===== src/rtl/core/atcp_pkg.sv =====
// Shared constants, codes and types of the ASCII tone command frame parser.
package atcp_pkg;

   localparam int MAX_FRAME  = 100;
   localparam int SLOT_COUNT = 4;

   localparam int FLEN_W  = $clog2(MAX_FRAME + 1);
   localparam int SLOTS_W = $clog2(SLOT_COUNT + 1);
   localparam int SIDX_W  = (SLOT_COUNT > 1) ? $clog2(SLOT_COUNT) : 1;

   localparam logic [7:0] CH_N     = 8'h4E;
   localparam logic [7:0] CH_F_LO  = 8'h66;
   localparam logic [7:0] CH_P_LO  = 8'h70;
   localparam logic [7:0] CH_T     = 8'h54;
   localparam logic [7:0] CH_F     = 8'h46;
   localparam logic [7:0] CH_C     = 8'h43;
   localparam logic [7:0] CH_P     = 8'h50;
   localparam logic [7:0] CH_ZERO  = 8'd48;
   localparam logic [7:0] CH_NINE  = 8'd57;

   localparam logic [1:0] KIND_CHANNEL  = 2'd0;
   localparam logic [1:0] KIND_TIMING   = 2'd1;
   localparam logic [1:0] KIND_OVERFLOW = 2'd2;

   typedef enum logic [2:0] {
      MD_SCAN,
      MD_BODY,
      MD_NUM,
      MD_FREQ,
      MD_PHASE,
      MD_SKIPM,
      MD_PERIOD,
      MD_DUTY
   } mode_type;

   typedef enum logic [2:0] {
      CS_IDLE,
      CS_READ,
      CS_LOAD,
      CS_TIME,
      CS_ERR
   } ctl_state_type;

   typedef struct packed {
      logic clear;
      logic take;
   } acc_ctrl_type;

endpackage


===== src/rtl/core/atcp_dec_acc.sv =====
// Saturating decimal accumulator that stops at the first non-digit.
module atcp_dec_acc
   import atcp_pkg::*;
(
   input  logic         clock,
   input  logic         reset,
   input  acc_ctrl_type ctrl,
   input  logic [7:0]   digit_byte,
   output logic [31:0]  acc_value
);

   logic [31:0] acc_ff, acc_in;
   logic        stop_ff, stop_in;
   logic        is_digit;
   logic [3:0]  digit;
   logic [35:0] sum;

   assign is_digit = (digit_byte >= CH_ZERO) && (digit_byte <= CH_NINE);
   assign digit    = 4'(digit_byte - CH_ZERO);
   // times ten as two shifts and an add
   assign sum = ({4'b0, acc_ff} << 3) + ({4'b0, acc_ff} << 1) + 36'(digit);

   always_comb begin
      acc_in  = acc_ff;
      stop_in = stop_ff;
      if (ctrl.clear) begin
         acc_in  = '0;
         stop_in = 1'b0;
      end else if (ctrl.take && !stop_ff) begin
         if (!is_digit) begin
            stop_in = 1'b1;
         end else if (sum[35:32] != 4'd0) begin
            acc_in = '1;
         end else begin
            acc_in = sum[31:0];
         end
      end
   end

   always_ff @(posedge clock) begin
      if (reset) begin
         acc_ff  <= '0;
         stop_ff <= 1'b0;
      end else begin
         acc_ff  <= acc_in;
         stop_ff <= stop_in;
      end
   end

   assign acc_value = acc_ff;

endmodule


===== src/rtl/core/ascii_tone_command_frame_parser.sv =====
// Top level of the ASCII tone command frame parser.
//
// Bytes arrive on the req_ channel and are parsed as they come: 'P','C' opens or
// restarts a frame and 'F','F' closes it. Frequency groups fill up to SLOT_COUNT
// slots held in two small synchronous memories (frequency, and channel number
// with phase); the frequency is written when its phase begins, or at frame end
// if it has none, and channel number with phase as each group completes. A byte
// that causes no result leaves the parser ready for the next byte. At frame end
// the input is held off while the slots are drained: each channel result takes
// one memory read with registered data and one output load, then the timing
// result, marked last, follows; the drain also waits while rsp_ready is low. An
// overflow (MAX_FRAME bytes without an end pair, counted also outside a frame)
// gives one error result, marked last, and drops the frame. The result sits in
// an output register, so the next transfer can be prepared while the previous
// one waits.
module ascii_tone_command_frame_parser
   import atcp_pkg::*;
(
   input  logic        clock,
   input  logic        reset,
   input  logic        req_valid,
   output logic        req_ready,
   input  logic [7:0]  req_rx_byte,
   output logic        rsp_valid,
   input  logic        rsp_ready,
   output logic [1:0]  rsp_result_kind,
   output logic [1:0]  rsp_slot,
   output logic [7:0]  rsp_channel_number,
   output logic [31:0] rsp_frequency,
   output logic [15:0] rsp_phase,
   output logic [31:0] rsp_period,
   output logic [31:0] rsp_duty,
   output logic        rsp_last
);

   // control state
   ctl_state_type        cs_ff, cs_in;
   mode_type             mode_ff, mode_in;
   logic [7:0]           prev_ff, prev_in;
   logic [FLEN_W-1:0]    flen_ff, flen_in;
   logic [SLOTS_W-1:0]   slots_ff, slots_in;
   logic [7:0]           numl_ff, numl_in;
   logic [31:0]          period_ff, period_in;
   logic [31:0]          duty_ff, duty_in;
   logic [SLOTS_W-1:0]   dcnt_ff, dcnt_in;
   logic [SIDX_W-1:0]    didx_ff, didx_in;

   // slot memories
   logic [31:0]          freq_mem [SLOT_COUNT];
   logic [23:0]          np_mem   [SLOT_COUNT];
   logic [31:0]          freq_rd_ff;
   logic [23:0]          np_rd_ff;
   logic                 freq_we, np_we;
   logic [SIDX_W-1:0]    widx;
   logic [15:0]          np_phase;

   // output register
   logic                 rsp_valid_ff, rsp_valid_in;
   logic [1:0]           kind_ff, kind_in;
   logic [1:0]           slot_ff, slot_in;
   logic [7:0]           chan_ff, chan_in;
   logic [31:0]          freq_ff, freq_in;
   logic [15:0]          phase_ff, phase_in;
   logic [31:0]          oper_ff, oper_in;
   logic [31:0]          oduty_ff, oduty_in;
   logic                 last_ff, last_in;

   acc_ctrl_type         acc_ctl;
   logic [31:0]          acc_value;
   logic [15:0]          acc_sat16;
   logic                 accept;
   logic                 out_free;
   logic                 slot_free;
   logic [7:0]           b;

   atcp_dec_acc u_acc (
      .clock      (clock),
      .reset      (reset),
      .ctrl       (acc_ctl),
      .digit_byte (req_rx_byte),
      .acc_value  (acc_value)
   );

   assign b         = req_rx_byte;
   assign req_ready = (cs_ff == CS_IDLE);
   assign accept    = req_valid && req_ready;
   assign out_free  = !rsp_valid_ff || rsp_ready;
   assign slot_free = slots_ff < SLOTS_W'(SLOT_COUNT);
   assign widx      = slots_ff[SIDX_W-1:0];
   assign acc_sat16 = (acc_value[31:16] != 16'd0) ? 16'hFFFF : acc_value[15:0];

   always_comb begin
      cs_in        = cs_ff;
      mode_in      = mode_ff;
      prev_in      = prev_ff;
      flen_in      = flen_ff;
      slots_in     = slots_ff;
      numl_in      = numl_ff;
      period_in    = period_ff;
      duty_in      = duty_ff;
      dcnt_in      = dcnt_ff;
      didx_in      = didx_ff;
      acc_ctl      = '0;
      freq_we      = 1'b0;
      np_we        = 1'b0;
      np_phase     = '0;
      rsp_valid_in = rsp_valid_ff && !rsp_ready;
      kind_in      = kind_ff;
      slot_in      = slot_ff;
      chan_in      = chan_ff;
      freq_in      = freq_ff;
      phase_in     = phase_ff;
      oper_in      = oper_ff;
      oduty_in     = oduty_ff;
      last_in      = last_ff;

      case (cs_ff)
         CS_IDLE: begin
            if (accept) begin
               if (flen_ff < FLEN_W'(MAX_FRAME)) begin
                  flen_in = flen_ff + FLEN_W'(1);
               end
               if (prev_ff == CH_F && b == CH_F) begin
                  if (mode_ff != MD_SCAN) begin
                     // close any open group
                     case (mode_ff)
                        MD_FREQ: begin
                           freq_we  = slot_free;
                           np_we    = slot_free;
                           np_phase = '0;
                           if (slot_free) begin
                              slots_in = slots_ff + SLOTS_W'(1);
                           end
                        end
                        MD_PHASE: begin
                           np_we    = slot_free;
                           np_phase = acc_sat16;
                           if (slot_free) begin
                              slots_in = slots_ff + SLOTS_W'(1);
                           end
                        end
                        MD_SKIPM: begin
                           period_in = '0;
                           duty_in   = '0;
                        end
                        MD_PERIOD: begin
                           period_in = acc_value;
                           duty_in   = '0;
                        end
                        MD_DUTY: begin
                           duty_in = acc_value;
                        end
                        default: begin
                        end
                     endcase
                     dcnt_in = slots_in;
                     didx_in = '0;
                     cs_in   = (slots_in == '0) ? CS_TIME : CS_READ;
                  end
                  // drop the frame
                  mode_in    = MD_SCAN;
                  flen_in    = '0;
                  prev_in    = '0;
                  slots_in   = '0;
                  numl_in    = '0;
                  acc_ctl    = '0;
                  acc_ctl.clear = 1'b1;
               end else begin
                  if (prev_ff == CH_P && b == CH_C) begin
                     mode_in       = MD_BODY;
                     flen_in       = FLEN_W'(2);
                     slots_in      = '0;
                     numl_in       = '0;
                     acc_ctl.clear = 1'b1;
                  end else begin
                     case (mode_ff)
                        MD_BODY, MD_NUM: begin
                           if (mode_ff == MD_NUM) begin
                              numl_in = b - CH_ZERO;
                           end
                           if (b == CH_N) begin
                              mode_in = MD_NUM;
                           end else if (b == CH_F_LO) begin
                              acc_ctl.clear = 1'b1;
                              mode_in       = MD_FREQ;
                           end else if (b == CH_T) begin
                              mode_in = MD_SKIPM;
                           end else begin
                              mode_in = MD_BODY;
                           end
                        end
                        MD_FREQ: begin
                           if (b == CH_P_LO) begin
                              freq_we       = slot_free;
                              acc_ctl.clear = 1'b1;
                              mode_in       = MD_PHASE;
                           end else begin
                              acc_ctl.take = 1'b1;
                           end
                        end
                        MD_PHASE: begin
                           if (b == CH_N || b == CH_F || b == CH_T) begin
                              np_we    = slot_free;
                              np_phase = acc_sat16;
                              if (slot_free) begin
                                 slots_in = slots_ff + SLOTS_W'(1);
                              end
                              numl_in       = '0;
                              acc_ctl.clear = 1'b1;
                              if (b == CH_N) begin
                                 mode_in = MD_NUM;
                              end else if (b == CH_T) begin
                                 mode_in = MD_SKIPM;
                              end else begin
                                 mode_in = MD_BODY;
                              end
                           end else begin
                              acc_ctl.take = 1'b1;
                           end
                        end
                        MD_SKIPM: begin
                           acc_ctl.clear = 1'b1;
                           mode_in       = MD_PERIOD;
                        end
                        MD_PERIOD: begin
                           if (b == CH_T) begin
                              period_in     = acc_value;
                              acc_ctl.clear = 1'b1;
                              mode_in       = MD_DUTY;
                           end else begin
                              acc_ctl.take = 1'b1;
                           end
                        end
                        MD_DUTY: begin
                           if (b == CH_F) begin
                              duty_in       = acc_value;
                              acc_ctl.clear = 1'b1;
                              mode_in       = MD_BODY;
                           end else begin
                              acc_ctl.take = 1'b1;
                           end
                        end
                        default: begin
                        end
                     endcase
                  end
                  prev_in = b;
                  // overflow: drop the frame and report
                  if (flen_in >= FLEN_W'(MAX_FRAME)) begin
                     mode_in  = MD_SCAN;
                     flen_in  = '0;
                     prev_in  = '0;
                     slots_in = '0;
                     numl_in  = '0;
                     acc_ctl  = '0;
                     acc_ctl.clear = 1'b1;
                     cs_in    = CS_ERR;
                  end
               end
            end
         end
         CS_READ: begin
            // read data of slot didx_ff lands in the read registers
            cs_in = CS_LOAD;
         end
         CS_LOAD: begin
            if (out_free) begin
               rsp_valid_in = 1'b1;
               kind_in      = KIND_CHANNEL;
               slot_in      = 2'(didx_ff);
               chan_in      = np_rd_ff[23:16];
               freq_in      = freq_rd_ff;
               phase_in     = np_rd_ff[15:0];
               oper_in      = '0;
               oduty_in     = '0;
               last_in      = 1'b0;
               if (SLOTS_W'(didx_ff) + SLOTS_W'(1) == dcnt_ff) begin
                  cs_in = CS_TIME;
               end else begin
                  didx_in = didx_ff + SIDX_W'(1);
                  cs_in   = CS_READ;
               end
            end
         end
         CS_TIME: begin
            if (out_free) begin
               rsp_valid_in = 1'b1;
               kind_in      = KIND_TIMING;
               slot_in      = '0;
               chan_in      = '0;
               freq_in      = '0;
               phase_in     = '0;
               oper_in      = period_ff;
               oduty_in     = duty_ff;
               last_in      = 1'b1;
               cs_in        = CS_IDLE;
            end
         end
         CS_ERR: begin
            if (out_free) begin
               rsp_valid_in = 1'b1;
               kind_in      = KIND_OVERFLOW;
               slot_in      = '0;
               chan_in      = '0;
               freq_in      = '0;
               phase_in     = '0;
               oper_in      = '0;
               oduty_in     = '0;
               last_in      = 1'b1;
               cs_in        = CS_IDLE;
            end
         end
         default: begin
            cs_in = CS_IDLE;
         end
      endcase
   end

   // slot memories: write at the fill index, read at the drain index
   always_ff @(posedge clock) begin
      if (freq_we) begin
         freq_mem[widx] <= acc_value;
      end
      if (np_we) begin
         np_mem[widx] <= {numl_ff, np_phase};
      end
      freq_rd_ff <= freq_mem[didx_ff];
      np_rd_ff   <= np_mem[didx_ff];
   end

   always_ff @(posedge clock) begin
      if (reset) begin
         cs_ff        <= CS_IDLE;
         mode_ff      <= MD_SCAN;
         prev_ff      <= '0;
         flen_ff      <= '0;
         slots_ff     <= '0;
         numl_ff      <= '0;
         period_ff    <= '0;
         duty_ff      <= '0;
         dcnt_ff      <= '0;
         didx_ff      <= '0;
         rsp_valid_ff <= 1'b0;
      end else begin
         cs_ff        <= cs_in;
         mode_ff      <= mode_in;
         prev_ff      <= prev_in;
         flen_ff      <= flen_in;
         slots_ff     <= slots_in;
         numl_ff      <= numl_in;
         period_ff    <= period_in;
         duty_ff      <= duty_in;
         dcnt_ff      <= dcnt_in;
         didx_ff      <= didx_in;
         rsp_valid_ff <= rsp_valid_in;
      end
   end

   // payload holds while a transfer waits
   always_ff @(posedge clock) begin
      kind_ff  <= kind_in;
      slot_ff  <= slot_in;
      chan_ff  <= chan_in;
      freq_ff  <= freq_in;
      phase_ff <= phase_in;
      oper_ff  <= oper_in;
      oduty_ff <= oduty_in;
      last_ff  <= last_in;
   end

   assign rsp_valid          = rsp_valid_ff;
   assign rsp_result_kind    = kind_ff;
   assign rsp_slot           = slot_ff;
   assign rsp_channel_number = chan_ff;
   assign rsp_frequency      = freq_ff;
   assign rsp_phase          = phase_ff;
   assign rsp_period         = oper_ff;
   assign rsp_duty           = oduty_ff;
   assign rsp_last           = last_ff;

   a_slots_bounded: assert property (@(posedge clock) disable iff (reset)
      slots_ff <= SLOTS_W'(SLOT_COUNT))
      else $error("slot fill count beyond slot count");

   a_flen_bounded: assert property (@(posedge clock) disable iff (reset)
      flen_ff < FLEN_W'(MAX_FRAME))
      else $error("frame length held at overflow limit");

   a_drain_index: assert property (@(posedge clock) disable iff (reset)
      (cs_ff == CS_READ || cs_ff == CS_LOAD) |-> SLOTS_W'(didx_ff) < dcnt_ff)
      else $error("drain index beyond filled slots");

   a_last_kind: assert property (@(posedge clock) disable iff (reset)
      rsp_valid_ff |-> (last_ff == (kind_ff != KIND_CHANNEL)))
      else $error("last flag does not match result kind");

   a_load_to_idle: assert property (@(posedge clock) disable iff (reset)
      ((cs_ff == CS_TIME || cs_ff == CS_ERR) && out_free) |=> (cs_ff == CS_IDLE && rsp_last))
      else $error("final result of a frame end not marked last");

endmodule

===== config.mk =====
export PLATFORM = sky130hd
export DESIGN_NAME = ascii_tone_command_frame_parser
export DESIGN_NICKNAME = d
export VERILOG_FILES = /design/src/rtl/core/atcp_pkg.sv /design/src/rtl/core/atcp_dec_acc.sv /design/src/rtl/core/ascii_tone_command_frame_parser.sv
export SDC_FILE = /design/constraint.sdc
export NUM_CORES = 1
export LEC_CHECK = 0
export ABC_AREA = 1
export BUFFER_PORTS_ARGS = -buffer_cell sky130_fd_sc_hd__buf_2
export CORE_MARGIN = 10
export CORE_UTILIZATION = 50
export CTS_CLUSTER_DIAMETER = 30
export DETAILED_ROUTE_END_ITERATION = 8
export GPL_TIMING_DRIVEN = 0
export PLACE_DENSITY_LB_ADDON = 0.12
export SYNTH_ARGS = -nofsm -noshare
export SYNTH_HDL_FRONTEND = slang
export SYNTH_HIERARCHICAL = 1
export SYNTH_SLANG_ARGS = --single-unit

===== constraint.sdc =====
create_clock -name clock -period 4.5 [get_ports clock]
set_clock_uncertainty 0.1 [all_clocks]
set_input_delay 1.35 -clock clock [delete_from_list [all_inputs] [get_ports clock]]
set_output_delay 1.35 -clock clock [all_outputs]
set_load 0.02 [all_outputs]

==> results by group <==
Yosys
  • Post-synth top area share: 44.3%
  • Primary FF master, synth: edfxtp_1
  • Number of distinct library cells after synthesis: 50
  • Synth Cell Area: 23700 sq um
  • Syn Area/Cell: 9.89 sq um
  • Synth Register Bits: 540
  • Post-Syn Nets: 2479
  • Syn. warnings: 6
  • Gate Count Post-Synth: 2392
  • Seq/Total Area, Yosys: 60.5%
  • Post-synth top cells: nor2_1 (414), edfxtp_1 (349), inv_1 (300), nand2_1 (290), dfxtp_1 (191)
  • Largest cells by area after synthesis: edfxtp_1 (44%), dfxtp_1 (16%), nor2_1 (6.6%)
  • Most frequent cell after synthesis: nor2_1
  • Ys async rst share: 0%
  • Yosys top cell by area: edfxtp_1
  • EDFF count, synth: 349

Detailed routing
  • Routed len/inst: 18.8 um
  • DRC: 0
  • Via Count: 17600
  • Initial drt markers: 1424
  • Pre-Repair DR Iteration Count: 6
  • Vias per Instance: 5.29
  • Routed WL: 62.5 mm
  • DRT antenna net count: 0

Clock network
  • Number of buffers created by CTS: 101
  • Clk slew on worst S/H paths: 0.05 ns
  • Clock root cell: clkbuf_16
  • CTS Sinks: 540
  • Clk_lat worst skew: 0.64 ns
  • Clk buf depth: 3
  • CTS tree: done
  • Setup Fix Bufs, Post-CTS: 0
  • H-Tree Depth: 3

Timing
  • Min cycle time layout: 4.11 ns
  • Total Neg Setup Slack: 0 ns
  • Max-slew violation count: 0
  • Final hold vios: 0
  • Period utilization: 91.3%
  • Slew @ Worst Pin: 0.943 ns
  • Final setup viols: 0
  • RSZ-0062 raised after global routing: false
  • Worst relative slew slack: 37.1%
  • Fmax: 243 MHz
  • Post-route setup slack: 0.393 ns

Floorplanning
  • Site Rows: 79
  • Full die area: 56400 sq um
  • Core area: 46700 sq um
  • I/O pin cnt: 139
  • Initial core utilization: 50.7%
  • Chip width: 238 um
  • Die height: 238 um

Critical path
  • Crit. End Element: flip-flop
  • Largest delay share family, worst path: simple AND/OR/NAND/NOR gates
  • Crit path cell chain: buf_2 -> inv_1 -> ha_1 -> nand3_4 -> nor2_4 -> nand2_4 -> nand3_1 -> nand3_2 -> nand2_4 -> nand2_1 -> a311oi_1 -> nand2_1 -> nor2_4 -> nand3_1 -> nor2_1 -> nand2_1 -> nor2_4 -> nand2_4 -> buf_6 -> o21bai_2 -> inv_1
  • CP Max Fanout: 10
  • Critical path buffers and inverters: 4
  • Crit Path Class: in2reg
  • CP required: 4.93 ns
  • Startpoint Class: input pin
  • CP peak stage delay: 0.38 ns
  • CP Data Arrival Time: 4.53 ns
  • CP max-delay cell: a311oi_1

Layout
  • Layout fillers: 3801
  • Fraction of layout cells with a size suffix above 1: 17.8%
  • Synth-to-layout area growth: 22.3%
  • Diodes inserted: 0
  • Nets: 2727

GRT
  • Tot GR Track Use: 21.9%
  • Pin count of the biggest net entering global routing: 48
  • Total gr overflow: 0
  • Vias in the first global route: 17300
  • Initial antenna violation count: 1
  • Global-route wire length before repair: 96.7 mm

Placement
  • Routability Congestion: 0.941
  • Dpl ws: -0.521 ns
  • Hpwl dp: 44.0 mm
  • IO buf count: 138

Flow run
  • Total of max-cap violations: 0

Run status
  • Outcome: finished clean

Min path
  • Worst hold path class: reg2reg

Power
  • Worst VDD drop: 0.482 mV
  • LEAKAGE: 12.7 nW
  • Pwr dens: 572 nW/um^2
[path summary, 6_finish.rpt]
path                      startpoint            endpoint  slack, ns  cells after the start
setup / recovery      req_rx_byte[4]  u_acc/acc_value[6]       0.39                     21
hold / removal            duty_ff[5]          duty_ff[5]       0.35                      2
setup reg to reg  u_acc/acc_value[0]  u_acc/acc_value[6]       0.91                     19
hold reg to reg           duty_ff[5]          duty_ff[5]       0.35                      2
[power by group]
group | internal [W] | total, W | switching (W)
clock network | 0.00526 | 0.00782 | 0.00257
logic | 0.000659 | 0.00251 | 0.00186
registers | 0.00602 | 0.00621 | 0.000187
total | 0.0119 | 0.0166 | 0.00461
[metal layers]
metal | part of all wire (%) | up-vias | track usage [%]
li1 | - | 8538 | -
met1 | 43 | 8480 | 28.3
met2 | 47 | 531 | 35.6
met3 | 6.7 | 97 | 4.66
met4 | 2.8 | 0 | 8.22
met5 | 0 | - | 0
[state kept, by name, indices dropped and copies added, names as in the netlist, 2 cells and up]
name and flops:
flen_ff 7, dcnt_ff 3, freq_mem 128, freq_rd_ff 32, np_mem 96, prev_ff 8
rsp_frequency 32, numl_ff 8, u_acc/acc_value 32, mode_ff 3, didx_ff 2, rsp_period 32
slots_ff 3, duty_ff 32, cs_ff 3, rsp_phase 16, rsp_slot 2, period_ff 32
np_rd_ff 24, rsp_result_kind 2, rsp_channel_number 8, rsp_duty 32
[timing repair]
action | in CTS | in global routing
resized for setup | 0 | 2
endpoints found under the setup margin | 0 | 27
hold buffers | 0 | 0
[layout make-up]
type                       instances  area (sq um)  area share, %
tap                              607           759           2.62
inverter                         320          1210           4.17
timing repair buffer             145           841           2.91
clock inverter                    63           865           2.99
clock buffer                     126          2740           9.47
sequential                       540         14300           49.4
multi-input combinational       1437          7720           26.7
buffer                            95           503           1.74
[logic make-up after synthesis]
group	share of synthesized area [%]
xor gates and xnor gates	1.11
and+or+nand+nor	15.4
AOI/OAI and AO/OA	11.8
buffers and inverters	7.22
DFF	60.5
adders and majority gates	4.03
[metrics by stage]
step	hold slack (ns)	instances	area (sq um)	util, %	total power (W)
3_5_place_dp	0.346	3144	25300	54.3	0.00885
3_3_place_gp	0.345	3137	25100	53.8	0.00880
4_1_cts	0.353	3333	28900	62.0	0.0167
2_1_floorplan	0.330	2392	23700	-	0.00787
6_report	0.349	3333	28900	62.0	0.0166
5_1_grt	0.372	3333	28900	62.0	0.0172
[cell usage in the layout (no fill, tap or decap), types with 12 or more instances in the layout]
cell type	netlist	final
inv_1	300	298
nand2_1	290	290
o21ai_0	163	163
dfxtp_1	191	191
nor2_4	4	13
buf_6	16	16
nor2_1	414	405
clkinv_2	0	12
nand2_2	18	18
nor3_1	19	19
buf_2	9	147
clkbuf_8	0	12
bufinv_16	0	16
clkbuf_1	64	77
o22ai_1	56	56
a21oi_1	113	113
nand3_1	48	48
o21ai_1	63	63
ha_1	73	73
inv_2	18	20
nand4_1	20	20
xor2_1	22	22
edfxtp_1	349	349
clkbuf_16	0	101
a21oi_2	32	32
o21bai_2	20	20
[worst reg2reg max path, stage by stage, from the launching register on]
cell and delay (ns):
dfxtp_1 0.66, ha_1 0.25, ha_1 0.25, inv_1 0.09
fa_1 0.47, inv_1 0.09, nand2_1 0.05, nand2_1 0.08
nand3_1 0.09, nand2_1 0.16, nand2_1 0.09, nand2_2 0.13
nand2_2 0.07, nand3_1 0.08, nand2_2 0.11, nor2_4 0.18
nand2_4 0.16, buf_6 0.20, o21bai_2 0.11, inv_1 0.05
Note: power is estimated with default switching activity, not from simulation.
